## config.mk

```make
export PLATFORM = sky130hd
export DESIGN_NAME = bounded_integer_set_top_flat
export DESIGN_NICKNAME = d
export VERILOG_FILES = /design/src/hdl/bis_pkg.sv /design/src/hdl/bis_req_if.sv /design/src/hdl/bis_rsp_if.sv /design/src/hdl/bounded_integer_set_top.sv /design/src/hdl/bis_engine.sv /design/src/flat_wrapper.sv
export VERILOG_INCLUDE_DIRS = /design/src /design/src/hdl
export SDC_FILE = /design/constraint.sdc
export NUM_CORES = 1
export LEC_CHECK = 0
export BUFFER_PORTS_ARGS = -buffer_cell sky130_fd_sc_hd__buf_2
export CAP_MARGIN = 20
export CORE_ASPECT_RATIO = 1.2
export CORE_MARGIN = 3
export CORE_UTILIZATION = 30
export CTS_CLUSTER_SIZE = 14
export DETAILED_ROUTE_END_ITERATION = 8
export GPL_TIMING_DRIVEN = 0
export PLACE_DENSITY = 0.54
export SETUP_SLACK_MARGIN = 0.3
export SLEW_MARGIN = 20
export SYNTH_ARGS = -nofsm -noshare
export SYNTH_HDL_FRONTEND = slang
export SYNTH_SLANG_ARGS = --single-unit
```

## constraint.sdc

```tcl
create_clock -name clk_i -period 7.55 [get_ports clk_i]
set_input_delay 1.1325 -clock clk_i [delete_from_list [all_inputs] [get_ports clk_i]]
set_output_delay 1.1325 -clock clk_i [all_outputs]
set_load 0.02 [all_outputs]
```

## src/hdl/bounded_integer_set_top_defines.svh

```systemverilog
// bounded_integer_set_top_defines.svh: assertion macros for the bounded integer set
// used by the rtl files that carry concurrent checks; no other dependencies
`ifndef BOUNDED_INTEGER_SET_TOP_DEFINES_SVH
`define BOUNDED_INTEGER_SET_TOP_DEFINES_SVH

// implication or plain property checked on every clock edge outside reset
`define BIS_ASSERT(lbl, clk, rst_n, prop, msg) \
  lbl: assert property (@(posedge clk) disable iff (!(rst_n)) (prop)) else $error(msg);

// condition that must never be seen outside reset
`define BIS_ASSERT_NEVER(lbl, clk, rst_n, cond, msg) \
  `BIS_ASSERT(lbl, clk, rst_n, !(cond), msg)

`endif

```

## src/hdl/bis_pkg.sv

```systemverilog
// bis_pkg: types and constants shared by the bounded integer set
// no dependencies; imported by the interfaces, the engine and the top level
`default_nettype none

package bis_pkg;

  localparam int unsigned DATA_W       = 32;
  localparam int unsigned TYPE_W       = 2;
  localparam int unsigned COUNT_OUT_W  = 6;
  localparam int unsigned CAPACITY_DEF = 32;

  typedef enum logic [TYPE_W-1:0] {
    KIND_ADD    = 2'd0,
    KIND_REMOVE = 2'd1,
    KIND_QUERY  = 2'd2,
    KIND_CLEAR  = 2'd3
  } kind_e;

  typedef struct packed {
    kind_e                     kind;
    logic signed [DATA_W-1:0]  value;
  } req_t;

  typedef struct packed {
    logic                   found;
    logic                   changed;
    logic                   overflow;
    logic [COUNT_OUT_W-1:0] member_count;
  } res_t;

endpackage

`default_nettype wire

```

## src/hdl/bis_req_if.sv

```systemverilog
// bis_req_if: request channel of the bounded integer set (valid/ready plus payload)
// depends on bis_pkg for field widths
`default_nettype none

interface bis_req_if import bis_pkg::*; ();
  logic                     valid;
  logic                     ready;
  logic [TYPE_W-1:0]        req_type;
  logic signed [DATA_W-1:0] value;

  modport source (output valid, output req_type, output value, input ready);
  modport sink   (input valid, input req_type, input value, output ready);
endinterface

`default_nettype wire

```

## src/hdl/bis_rsp_if.sv

```systemverilog
// bis_rsp_if: result channel of the bounded integer set (valid/ready plus payload)
// depends on bis_pkg for field widths
`default_nettype none

interface bis_rsp_if import bis_pkg::*; ();
  logic                   valid;
  logic                   ready;
  logic                   found;
  logic                   changed;
  logic                   overflow;
  logic [COUNT_OUT_W-1:0] member_count;

  modport source (output valid, output found, output changed, output overflow,
                  output member_count, input ready);
  modport sink   (input valid, input found, input changed, input overflow,
                  input member_count, output ready);
endinterface

`default_nettype wire

```

## src/hdl/bounded_integer_set_top.sv

```systemverilog
// bounded_integer_set_top: set of distinct 32-bit integers with add, remove, query and clear
// depends on bis_pkg, bis_req_if, bis_rsp_if and bis_engine
`default_nettype none

// One request at a time. A clear, or any request on an empty set, goes straight to the result
// state after acceptance. Otherwise the engine walks the members through the single read port
// of the entry memory, one entry per cycle, comparing each against the value, and a remove keeps
// walking to shift the later entries down. The engine takes no new request until its result
// has moved into the output register. The result sits in an output register, so the next
// request is taken while a result waits to be collected.
module bounded_integer_set_top import bis_pkg::*; #(
  parameter int unsigned CAPACITY = CAPACITY_DEF
) (
  input  wire logic  clk_i,
  input  wire logic  rst_ni,
  bis_req_if.sink    req_i,
  bis_rsp_if.source  rsp_o
);

  req_t req;
  res_t res;
  logic res_valid, res_ready;
  logic eng_ready;

  logic rsp_valid_q, rsp_valid_d;
  res_t rsp_data_q;

  assign req.kind  = kind_e'(req_i.req_type);
  assign req.value = req_i.value;
  assign req_i.ready = eng_ready;

  bis_engine #(
    .CAPACITY (CAPACITY)
  ) u_engine (
    .clk_i       (clk_i),
    .rst_ni      (rst_ni),
    .req_valid_i (req_i.valid),
    .req_ready_o (eng_ready),
    .req_i       (req),
    .res_valid_o (res_valid),
    .res_ready_i (res_ready),
    .res_o       (res)
  );

  // output slot is free when empty or being emptied this cycle
  assign res_ready = !rsp_valid_q || rsp_o.ready;

  always_comb begin
    rsp_valid_d = rsp_valid_q;
    if (res_valid && res_ready) begin
      rsp_valid_d = 1'b1;
    end else if (rsp_o.ready) begin
      rsp_valid_d = 1'b0;
    end
  end

  always_ff @(posedge clk_i or negedge rst_ni) begin
    if (!rst_ni) begin
      rsp_valid_q <= 1'b0;
    end else begin
      rsp_valid_q <= rsp_valid_d;
    end
  end

  always_ff @(posedge clk_i) begin
    if (res_valid && res_ready) begin
      rsp_data_q <= res;
    end
  end

  assign rsp_o.valid        = rsp_valid_q;
  assign rsp_o.found        = rsp_data_q.found;
  assign rsp_o.changed      = rsp_data_q.changed;
  assign rsp_o.overflow     = rsp_data_q.overflow;
  assign rsp_o.member_count = rsp_data_q.member_count;

endmodule

`default_nettype wire

```

## src/hdl/bis_engine.sv

```systemverilog
// bis_engine: entry memory, count and the sequencer that walks it with one comparator
// depends on bis_pkg and bounded_integer_set_top_defines.svh
`default_nettype none
`include "bounded_integer_set_top_defines.svh"

module bis_engine import bis_pkg::*; #(
  parameter int unsigned CAPACITY = CAPACITY_DEF
) (
  input  wire logic clk_i,
  input  wire logic rst_ni,
  input  wire logic req_valid_i,
  output logic      req_ready_o,
  input  wire req_t req_i,
  output logic      res_valid_o,
  input  wire logic res_ready_i,
  output res_t      res_o
);

  localparam int unsigned CW = $clog2(CAPACITY + 1);
  localparam int unsigned AW = (CAPACITY > 1) ? $clog2(CAPACITY) : 1;
  localparam logic [CW-1:0] ONE     = CW'(1);
  localparam logic [CW-1:0] CAP_CNT = CW'(CAPACITY);

  localparam logic [1:0] ST_IDLE   = 2'd0;
  localparam logic [1:0] ST_SEARCH = 2'd1;
  localparam logic [1:0] ST_SHIFT  = 2'd2;
  localparam logic [1:0] ST_RESP   = 2'd3;

  logic [1:0]        state_q, state_d;
  logic [CW-1:0]     count_q, count_d;
  logic [CW-1:0]     idx_q, idx_d;
  kind_e             kind_q, kind_d;
  logic [DATA_W-1:0] value_q, value_d;
  logic              found_q, found_d;
  logic              changed_q, changed_d;
  logic              overflow_q, overflow_d;

  logic [DATA_W-1:0] mem_q [CAPACITY];
  logic [DATA_W-1:0] rd_data_q;
  logic              rd_en, wr_en;
  logic [AW-1:0]     rd_addr, wr_addr;
  logic [DATA_W-1:0] wr_data;

  logic          hit, last;
  logic [CW-1:0] nxt;

  // the shared comparator: entry read last cycle against the request value
  assign hit  = (rd_data_q == value_q);
  assign last = (idx_q == (count_q - ONE));
  assign nxt  = idx_q + ONE;

  always_comb begin
    state_d    = state_q;
    count_d    = count_q;
    idx_d      = idx_q;
    kind_d     = kind_q;
    value_d    = value_q;
    found_d    = found_q;
    changed_d  = changed_q;
    overflow_d = overflow_q;
    rd_en      = 1'b0;
    rd_addr    = AW'(nxt);
    wr_en      = 1'b0;
    wr_addr    = AW'(count_q);
    wr_data    = value_q;
    req_ready_o = 1'b0;
    res_valid_o = 1'b0;

    case (state_q)
      ST_IDLE: begin
        req_ready_o = 1'b1;
        if (req_valid_i) begin
          kind_d     = req_i.kind;
          value_d    = $unsigned(req_i.value);
          idx_d      = '0;
          found_d    = 1'b0;
          changed_d  = 1'b0;
          overflow_d = 1'b0;
          if (req_i.kind == KIND_CLEAR) begin
            changed_d = (count_q != '0);
            count_d   = '0;
            state_d   = ST_RESP;
          end else if (count_q == '0) begin
            // empty set: nothing to walk
            if (req_i.kind == KIND_ADD) begin
              wr_en     = 1'b1;
              wr_addr   = '0;
              wr_data   = $unsigned(req_i.value);
              count_d   = ONE;
              changed_d = 1'b1;
            end
            state_d = ST_RESP;
          end else begin
            rd_en   = 1'b1;
            rd_addr = '0;
            state_d = ST_SEARCH;
          end
        end
      end

      ST_SEARCH: begin
        if (hit) begin
          found_d = 1'b1;
          if (kind_q == KIND_REMOVE) begin
            changed_d = 1'b1;
            if (last) begin
              count_d = count_q - ONE;
              state_d = ST_RESP;
            end else begin
              rd_en   = 1'b1;
              idx_d   = nxt;
              state_d = ST_SHIFT;
            end
          end else begin
            state_d = ST_RESP;
          end
        end else if (last) begin
          if (kind_q == KIND_ADD) begin
            if (count_q == CAP_CNT) begin
              overflow_d = 1'b1;
            end else begin
              wr_en     = 1'b1;
              count_d   = count_q + ONE;
              changed_d = 1'b1;
            end
          end
          state_d = ST_RESP;
        end else begin
          rd_en = 1'b1;
          idx_d = nxt;
        end
      end

      ST_SHIFT: begin
        // move the entry read last cycle down one place
        wr_en   = 1'b1;
        wr_addr = AW'(idx_q - ONE);
        wr_data = rd_data_q;
        if (last) begin
          count_d = count_q - ONE;
          state_d = ST_RESP;
        end else begin
          rd_en = 1'b1;
          idx_d = nxt;
        end
      end

      ST_RESP: begin
        res_valid_o = 1'b1;
        if (res_ready_i) begin
          state_d = ST_IDLE;
        end
      end

      default: begin
        state_d = ST_IDLE;
      end
    endcase
  end

  assign res_o.found        = found_q;
  assign res_o.changed      = changed_q;
  assign res_o.overflow     = overflow_q;
  assign res_o.member_count = COUNT_OUT_W'(count_q);

  always_ff @(posedge clk_i or negedge rst_ni) begin
    if (!rst_ni) begin
      state_q <= ST_IDLE;
      count_q <= '0;
    end else begin
      state_q <= state_d;
      count_q <= count_d;
    end
  end

  always_ff @(posedge clk_i) begin
    idx_q      <= idx_d;
    kind_q     <= kind_d;
    value_q    <= value_d;
    found_q    <= found_d;
    changed_q  <= changed_d;
    overflow_q <= overflow_d;
  end

  always_ff @(posedge clk_i) begin
    if (wr_en) begin
      mem_q[wr_addr] <= wr_data;
    end
    if (rd_en) begin
      rd_data_q <= mem_q[rd_addr];
    end
  end

  `BIS_ASSERT(a_count_bound, clk_i, rst_ni, count_q <= CAP_CNT, "count above capacity")
  `BIS_ASSERT(a_read_in_set, clk_i, rst_ni, rd_en |-> (CW'(rd_addr) < count_q), "read beyond members")
  `BIS_ASSERT(a_shift_on_remove, clk_i, rst_ni, (state_q == ST_SHIFT) |-> (kind_q == KIND_REMOVE && found_q), "shift outside remove hit")
  `BIS_ASSERT(a_overflow_full, clk_i, rst_ni, (res_valid_o && res_o.overflow) |-> (count_q == CAP_CNT && !res_o.changed && !res_o.found), "overflow flagged with room")
  `BIS_ASSERT_NEVER(a_write_in_resp, clk_i, rst_ni, wr_en && (state_q == ST_RESP || $past(state_q) == ST_RESP && state_q == ST_SEARCH), "memory written outside an update")

endmodule

`default_nettype wire
```

## src/flat_wrapper.sv

```systemverilog
// flat-port wrapper written by rule: the top's interface ports become plain ports
module bounded_integer_set_top_flat import bis_pkg::*;
#(
  parameter int unsigned CAPACITY = CAPACITY_DEF
)
  (clk_i, rst_ni, req_i_valid, req_i_req_type, req_i_value, req_i_ready, rsp_o_valid, rsp_o_found, rsp_o_changed, rsp_o_overflow, rsp_o_member_count, rsp_o_ready);
  bis_req_if req_i_i ();
  bis_rsp_if rsp_o_i ();
  input  wire logic clk_i;
  input  wire logic rst_ni;
  input wire logic [$bits(req_i_i.valid)-1:0] req_i_valid;
  input wire logic [$bits(req_i_i.req_type)-1:0] req_i_req_type;
  input wire logic [$bits(req_i_i.value)-1:0] req_i_value;
  output wire logic [$bits(req_i_i.ready)-1:0] req_i_ready;
  output wire logic [$bits(rsp_o_i.valid)-1:0] rsp_o_valid;
  output wire logic [$bits(rsp_o_i.found)-1:0] rsp_o_found;
  output wire logic [$bits(rsp_o_i.changed)-1:0] rsp_o_changed;
  output wire logic [$bits(rsp_o_i.overflow)-1:0] rsp_o_overflow;
  output wire logic [$bits(rsp_o_i.member_count)-1:0] rsp_o_member_count;
  input wire logic [$bits(rsp_o_i.ready)-1:0] rsp_o_ready;
  assign req_i_i.valid = req_i_valid;
  assign req_i_i.req_type = req_i_req_type;
  assign req_i_i.value = req_i_value;
  assign req_i_ready = req_i_i.ready;
  assign rsp_o_valid = rsp_o_i.valid;
  assign rsp_o_found = rsp_o_i.found;
  assign rsp_o_changed = rsp_o_i.changed;
  assign rsp_o_overflow = rsp_o_i.overflow;
  assign rsp_o_member_count = rsp_o_i.member_count;
  assign rsp_o_i.ready = rsp_o_ready;
  bounded_integer_set_top #(.CAPACITY(CAPACITY)) u_core (.clk_i(clk_i), .rst_ni(rst_ni), .req_i(req_i_i), .rsp_o(rsp_o_i));
endmodule
```

==> results by group <==
Setup path
  • Critical Path RT: between 7 and 8 ns
  • Worst R2R Start: u_core.u_engine.idx_q[0]$_SDFFCE_PN0P_
  • R2r endpoint: u_core.u_engine.rd_data_q[19]$_DFFE_PP_
  • CP Cell Sequence: buf_2 -> buf_2 -> inv_2 -> clkbuf_1 -> ha_1 -> nor2b_1 -> a211oi_2 -> clkbuf_1 -> clkbuf_1 -> a21oi_1 -> o21ai_1 -> a21oi_1 -> nor4_1
  • Kind of cell adding the most delay to the critical path: buffers and inverters
  • CP max stage cell: nor4_1
  • CP max stage delay: between 1 and 1.5 ns
  • Cell mode on critical path: clkbuf_1
  • R2R depth: 13
  • Capturing element type of the critical path: flop
  • CP Data Arrival Time: approximately 6.6 ns
  • Worst Path Buf+Inv: 6
  • CP Launch Type: flop
  • Critical path type: reg -> reg
  • Reg2reg setup slack: roughly 1.3 ns
  • Critical Path Fanout Max: 10

Power and ir drop
  • Sequential Power Share: 0.355
  • Internal Power: approximately 14 mW
  • Max VDD drop: between 0.2 and 0.25 mV
  • Clock power share: 0.222
  • Pwr/cell area: roughly 460 nW/µm²
  • Gate power share: 0.423
  • Switch Pwr: roughly 10 mW
  • LEAKAGE: 17.42 nW
  • Sw frac: 0.4164

Synthesis
  • Syn avg cell area: between 15 and 20 µm²
  • Mapped Cells: between 2000 and 3000
  • Post-synth top area share: 0.7431
  • Post-synthesis register bit count: around 1100
  • Async set-reset flop share out of synthesis: 0.008057
  • Synthesized area: ~45000 µm²
  • Count of cell types in the netlist: slightly above 70
  • Cell taking the most area after synthesis: edfxtp_1
  • YS warnings: 0
  • Post-synthesis sequential area ratio: 0.7482
  • Top-count cell post-synth: edfxtp_1
  • Post-synth top cells: edfxtp_1 (1108), mux2i_1 (304), nand2_1 (175), a21oi_1 (116), clkbuf_1 (107)
  • Syn_nets: between 2000 and 3000
  • EDFF count, synth: ~1100
  • Prevailing post-synth register cell: edfxtp_1
  • Largest cells by area after synthesis: edfxtp_1 (74%), mux2i_1 (6.8%), mux4_2 (1.8%)

Timing
  • Slew @ Worst Pin: 1.235 ns
  • Final Cycle Share: 0.8333
  • Final hold violations: 0
  • Final setup viols: 0
  • Fin crit period: roughly 6.3 ns
  • Clock skew: between 0.04 and 0.05 ns
  • Slew headroom: 0.1691
  • RSZ-0062 raised after global routing: false
  • Fin. max-slew vios: 0
  • Fmax: 158.9 MHz

Clocking
  • Clock Sinks: roughly 1100
  • Clock transition at path regs: about 0.060 ns
  • CTS tree: built
  • Clk Latency, worst-skew pair: between 0.7 and 0.8 ns
  • Num CTS Buffers: around 110
  • Root Driver: clkbuf_16
  • CTS Hold Bufs: 0
  • H-tree depth: 3
  • Clock buffer depth: 3
  • Post-cts sizing count: 0
  • Postcts setup bufs: 0

Global route
  • Largest net degree at the start of global routing: 33
  • Antenna violations before repair: 7
  • Vias in the first global route: around 26000
  • Global-route wire length before repair: between 150000 and 200000 µm
  • Remaining Overflow, GRT: 0
  • GRT Util Overall: 0.1765

Finish
  • Final Non-Filler Cells: ~5000
  • Fraction of layout cells with a size suffix above 1: 0.1667
  • Final core utilization: 0.3581
  • P&R area growth vs syn: 18.04%
  • Nets: slightly above 3000

Detailed routing
  • Vias: between 20000 and 30000
  • DR vias/cell: ~5.3
  • Remaining antenna violation count: 0
  • Drt wl/cell: between 20 and 30 µm
  • Post-Route WL: between 100000 and 150000 µm
  • 1st-pass router iterations: 6
  • Initial drt markers: roughly 3600
  • DR DRC count: 0

Floorplanning
  • FP Rows: 154
  • Core area: between 100000 and 150000 µm²
  • Die H: ~430 µm
  • Initial Utilization: 0.3033
  • Total die area: roughly 150000 µm²
  • Die width: approximately 360 µm
  • IO Count: 49

Hold path
  • HP Class: in -> async

Place
  • I/O Buffers: 48
  • Placed cells: about 4800
  • Gpl congestion: approximately 0.84
  • HPWL after DPL: a little under 100000 µm

Outcome
  • Status: finished clean

Run
  • Max-cap viol count: 0
-- flip-flops by register name, indices dropped and copies added (netlist names), 2 cells and up --
name / count
u_core.u_engine.mem_q: 1024
u_core.u_engine.rd_data_q: 32
u_core.rsp_o.member_count: 6
u_core.u_engine.state_q: 2
u_core.u_engine.kind_q: 2
u_core.u_engine.count_q: 6
u_core.u_engine.idx_q: 6
u_core.u_engine.value_q: 32
-- cell type report --
| type | count | area (µm²) |
|---|---|---|
| diodes | 1 | 2.502 |
| clock inverters | 68 | 611.8 |
| inverters | 49 | 183.9 |
| fillers | 14030 | 94750 |
| clock buffers | 136 | 2914 |
| repair buffers | 179 | 1869 |
| multi-input cells | 1350 | 10640 |
| well taps | 1950 | 2440 |
| flip-flops and latches | 1117 | 33500 |
| plain buffers | 166 | 690.7 |
-- worst max-delay path by stage --
stage	startpoint	endpoint	slack, ns	cells after the start
global placement	u_core.u_engine.idx_q[0]$_SDFFCE_PN0P_	u_core.u_engine.mem_q[6][1]$_DFFE_PP_	-2.75	12
global route	u_core.u_engine.idx_q[0]$_SDFFCE_PN0P_	u_core.u_engine.mem_q[5][24]$_DFFE_PP_	1.19	15
CTS	u_core.u_engine.idx_q[0]$_SDFFCE_PN0P_	u_core.u_engine.rd_data_q[19]$_DFFE_PP_	1.44	13
finish	u_core.u_engine.idx_q[0]$_SDFFCE_PN0P_	u_core.u_engine.rd_data_q[19]$_DFFE_PP_	1.26	13
floorplan	u_core.u_engine.idx_q[0]$_SDFFCE_PN0P_	u_core.u_engine.mem_q[12][0]$_DFFE_PP_	2.14	12
detailed placement	u_core.u_engine.idx_q[0]$_SDFFCE_PN0P_	u_core.u_engine.rd_data_q[19]$_DFFE_PP_	1.49	13
-- per-layer routing --
metal	wire length [µm]	track usage	vias to the layer above
met1	57470	0.2383	13770
met3	10480	0.03195	230
met4	4190	0.05502	2
li1	-	-	11360
met5	11	0	-
met2	66390	0.2882	1150
-- stage by stage --
step | power, mW | hold slack [ns] | TNS, ns | worst slack, ns | instance area [µm²]
detailed placement | 19.03 | 0.4045 | 0 | 1.486 | 49220
floorplan | 14.29 | 0.4003 | 0 | 2.137 | 44770
CTS | 24.46 | 0.2221 | 0 | 1.441 | 52750
global route | 25.36 | 0.2423 | 0 | 1.186 | 52850
global placement | 18.67 | 0.4097 | -976.19 | -2.750 | 47450
finish | 24.50 | 0.2549 | 0 | 1.258 | 52850
-- cell usage in the layout, fill, tap and decap left out, types with 32 or more instances in the layout --
cell type / netlist / layout
edfxtp_1: 1108 / 1108
clkbuf_16: 0 / 114
mux2_2: 47 / 47
nor3_1: 45 / 32
a222oi_1: 32 / 32
xnor2_1: 42 / 42
o21ai_0: 50 / 50
buf_8: 0 / 46
inv_1: 47 / 34
o221ai_1: 67 / 67
clkinv_1: 1 / 36
nand3_1: 94 / 94
a221oi_1: 57 / 57
nand2_1: 175 / 175
clkbuf_1: 107 / 129
buf_4: 0 / 57
a21oi_1: 116 / 115
mux4_2: 36 / 36
mux2i_1: 304 / 304
buf_2: 30 / 83
nor2_1: 44 / 44
-- power by group through the flow --
stage          combinational, mW  sequential (mW)  clock [mW]
6_report                    10.4             8.69        5.44
5_1_grt                     10.9             8.73        5.75
4_1_cts                     10.3             8.69        5.51
3_5_place_dp                10.2             8.82           0
3_3_place_gp                9.80             8.87           0
2_1_floorplan               5.53             8.76           0
-- cell families (layout without fill, tap and decap cells) --
kind of cell | count (synthesis) | count (layout) | share of synthesized area
multiplexers | 387 | 387 | 0.09789
other | 0 | 1 | 0
buffers and inverters | 215 | 598 | 0.01937
AO/OA/AOI/OAI | 469 | 469 | 0.07420
flip-flops | 1117 | 1117 | 0.7482
XOR/XNOR | 50 | 50 | 0.009781
AND/OR/NAND/NOR | 434 | 434 | 0.04782
adder cells (fa/ha/maj) | 10 | 10 | 0.002795
Power figures use the tool's default switching activity.
